`src/rtl/tvd_superbee_advection_stencil_macros.svh`:
```
// Assertion helpers; clk and rst_n must be in scope at the point of use.
`ifndef TVD_SUPERBEE_ADVECTION_STENCIL_MACROS_SVH
`define TVD_SUPERBEE_ADVECTION_STENCIL_MACROS_SVH

// Same-cycle implication.
`define TVD_SB_ASSERT_IMP(label, ante, cons, msg) \
  label: assert property (@(posedge clk) disable iff (!rst_n) (ante) |-> (cons)) \
    else $error(msg);

// Next-cycle implication.
`define TVD_SB_ASSERT_NXT(label, ante, cons, msg) \
  label: assert property (@(posedge clk) disable iff (!rst_n) (ante) |=> (cons)) \
    else $error(msg);

`endif

```
`src/rtl/tvd_sb_mul.sv`:
```
`default_nettype none
// Shared signed multiplier, registered product.
module tvd_sb_mul #(
  parameter int W = 34
) (
  input  wire logic                  clk,
  input  wire logic signed [W-1:0]   a,
  input  wire logic signed [W-1:0]   b,
  output logic signed [2*W-1:0]      p
);

  logic signed [2*W-1:0] p_r;

  always_ff @(posedge clk) begin
    p_r <= a * b;
  end

  assign p = p_r;

endmodule
`default_nettype wire

```
`config.mk`:
```
export PLATFORM = sky130hd
export DESIGN_NAME = tvd_sb_mul
export DESIGN_NICKNAME = d
export VERILOG_FILES = /design/src/rtl/tvd_superbee_advection_stencil_macros.svh /design/src/rtl/tvd_sb_mul.sv
export SDC_FILE = /design/constraint.sdc
export NUM_CORES = 2
export LEC_CHECK = 0
export ABC_AREA = 1
export BUFFER_PORTS_ARGS = -buffer_cell sky130_fd_sc_hd__buf_2
export CAP_MARGIN = 10
export CORE_ASPECT_RATIO = 0.5
export CORE_UTILIZATION = 51
export CTS_CLUSTER_SIZE = 40
export DETAILED_ROUTE_END_ITERATION = 8
export GPL_TIMING_DRIVEN = 0
export PLACE_DENSITY = 0.7
export RECOVER_POWER = 50
export SETUP_SLACK_MARGIN = 0.5
export SLEW_MARGIN = 20
export SYNTH_ARGS = -nofsm -noshare
export SYNTH_HDL_FRONTEND = slang
export SYNTH_SLANG_ARGS = --single-unit
```
`constraint.sdc`:
```
create_clock -name clk -period 7.7 [get_ports clk]
set_input_delay 0.77 -clock clk [delete_from_list [all_inputs] [get_ports clk]]
set_output_delay 0.77 -clock clk [all_outputs]
set_load 0.02 [all_outputs]
```
==> impl_metrics.env <==
export IMPL_status="completed"
export IMPL_drt_wl_total_mm=198
export IMPL_fin_nets=7685
export IMPL_grt_pass1_vias=41100
export IMPL_required_ns=7.92
export IMPL_syn_area_um2=46200
export IMPL_drive_above_1_share_pct=12.8
export IMPL_synth_common_cells="inv_1 (2116), nand2_1 (1661), fa_1 (1241), clkbuf_1 (269), ha_1 (204)"
export IMPL_synth_cell_types=32
export IMPL_synth_edf_count=0
export IMPL_cp_slowest_cell="fa_2"
export IMPL_min_from="a[0]"
export IMPL_final_cells=7363
export IMPL_num_io_pins=137
export IMPL_portBuffers=69
export IMPL_netlist_top_cells_area="fa_1 (54%), inv_1 (17%), nand2_1 (13%)"
export IMPL_fillers=8180
export IMPL_maxCapViolations=0
export IMPL_grt_max_degree=18
export IMPL_worst_setup_path_end_kind="flop"
export IMPL_dp_cells=7227
export IMPL_grt_setup_unrepaired="true"
export IMPL_synth_top_area_share_pct=53.7
export IMPL_async_flop_share_pct=0
export IMPL_slew_viol_final=0
export IMPL_rows=77
export IMPL_ys_seq_area_share_pct=2.95
export IMPL_cts_buffers=9
export IMPL_hold_violations=0
export IMPL_whs_endpoint="p[0]"
export IMPL_finalCritPeriodShare_pct=94.4
export IMPL_die_area_um2=91900
export IMPL_gr_total_overflow=0
export IMPL_worstMarginPinSlew_ns=0.819
export IMPL_vias=39800
export IMPL_hpwl_mm=168
export IMPL_hold_ws_ns=0.941
export IMPL_synth_seq_cells=68
export IMPL_area_growth_pct=15.7
export IMPL_finish_utilization_pct=60.1
export IMPL_tritoncts="yes"
export IMPL_ys_dominant_reg_cell="dfxtp_1"
export IMPL_h_tree_depth=3
export IMPL_wl_per_cell_um=26.9
export IMPL_routabilityCongestion=1.09
export IMPL_fmax_mhz=138
export IMPL_viasPerCell=5.40
export IMPL_grt_pass1_wl_mm=285
export IMPL_numClockSinks=68
export IMPL_coreArea_um2=89000
export IMPL_min_period_ns=7.27
export IMPL_holdCritPathClass="input port to flop"
export IMPL_maxSlewHeadroom_pct=45.4
export IMPL_drtIter0Drc=5230
export IMPL_synth_area_leader_cell="fa_1"
export IMPL_drc=0
export IMPL_largest_register_ffs=68
export IMPL_arrival_ns=7.49
export IMPL_worstHoldPathCells=3
export IMPL_worst_path_max_fanout=10
export IMPL_clkSlewWorstSetupHoldPaths_ns=0.06
export IMPL_ant_nets=0
export IMPL_syn_nets=7486
export IMPL_clockBufferDepth=2
export IMPL_final_setup_viol_count=0
export IMPL_cpMostUsedCell="nand2_1"
export IMPL_avgSynthCellArea_um2=7.74
export IMPL_antenna_found_initial=10
export IMPL_start_kind="input port"
export IMPL_track_usage_pct=44.4
export IMPL_die_h_um=215
export IMPL_slowest_delay_ns=0.60
export IMPL_dr_pass1_iters=7
export IMPL_syn_inst=5972
export IMPL_yosysMostFrequentCell="inv_1"
export IMPL_die_w_um=428
export IMPL_crit_type="input port to flop"
export IMPL_synth_warnings=0
export IMPL_initial_core_util_pct=51.9
export IMPL_cts_root_buffer="clkbuf_16"
==> cells by family (layout without fill, tap and decap cells) <==
group           after synthesis  count (layout)  share of synthesized area, %
buf+inv                    2390            2594                          19.4
simple gates               1939            1939                          16.6
fa+ha+maj                  1445            1445                          59.3
compound gates               95              95                          1.13
flops                        68              68                          2.95
xor+xnor                     35              35                         0.663
other cells                   0               2                             0
==> layer usage <==
layer / up-vias / GRT usage, % / wire, um
li1: 16400 / - / -
met1: 20200 / 63.2 / 78000
met2: 2673 / 60.4 / 78100
met3: 450 / 17.8 / 33100
met4: 0 / 16.3 / 9040
met5: - / 0 / 0
==> stage by stage <==
| step | setup TNS, ns | setup slack [ns] | area, um^2 |
|---|---|---|---|
| finish | 0 | 0.434 | 53500 |
| global route | 0 | 0.440 | 53500 |
| floorplan | 0 | 0.514 | 46300 |
| global placement | -69.77 | -1.77 | 48100 |
| detailed placement | -55.57 | -1.39 | 48100 |
| CTS | 0 | 0.462 | 51400 |
==> critical path, delay by kind of cell <==
family,cells,cell delay (ns)
compound gates,1,0.24
fa+ha+maj,9,4.24
buf+inv,6,1.19
simple gates,11,1.00
==> what timing repair did <==
| action | 4_1_cts | 5_1_grt |
|---|---|---|
| pin swaps | 30 | 136 |
| buffers inserted | 28 | 85 |
| setup endpoints to repair | 56 | 48 |
| resized for setup | 777 | 538 |
| cloned | 1 | 4 |
| hold buffers | 0 | 0 |
==> layout make-up <==
cell class,instances,area (um^2),share of cell area [%]
Antenna cell,2,5.00,0.00936
Buffer,271,3510,6.56
Clock buffer,9,225,0.421
Clock inverter,7,73.8,0.138
Inverter,2119,7970,14.9
Multi-Input combinational cell,3514,37500,70.1
Sequential cell,68,1360,2.55
Tap cell,1185,1480,2.77
Timing Repair Buffer,188,1340,2.51
==> how the worst max path moves through the flow <==
| stage | startpoint | end | depth (start not counted) |
|---|---|---|---|
| 3_3_place_gp | a[23] | p[63] | 26 |
| 4_1_cts | a[22] | p[66] | 32 |
| 6_report | b[31] | p[66] | 27 |
| 3_5_place_dp | a[29] | p[66] | 29 |
| 2_1_floorplan | b[2] | p[66] | 24 |
| 5_1_grt | b[16] | p[66] | 26 |
==> layout by cell type, fill, tap and decap left out, types with 33 or more instances in the layout <==
master and n:
inv_1 2076, buf_4 131, inv_2 38, xor2_1 33, clkbuf_16 41, ha_4 47, nand2_2 86, clkbuf_8 44
buf_6 44, nand3_1 59, a21oi_1 35, dfxtp_1 68, nand2_1 1572, clkbuf_4 33, fa_2 52, nor2_2 41
ha_1 154, clkbuf_1 72, buf_8 45, nor2_1 63, fa_1 1189
Power is not shown: default switching activity piles up to over one toggle a cycle in this logic, so the estimate is an artifact.
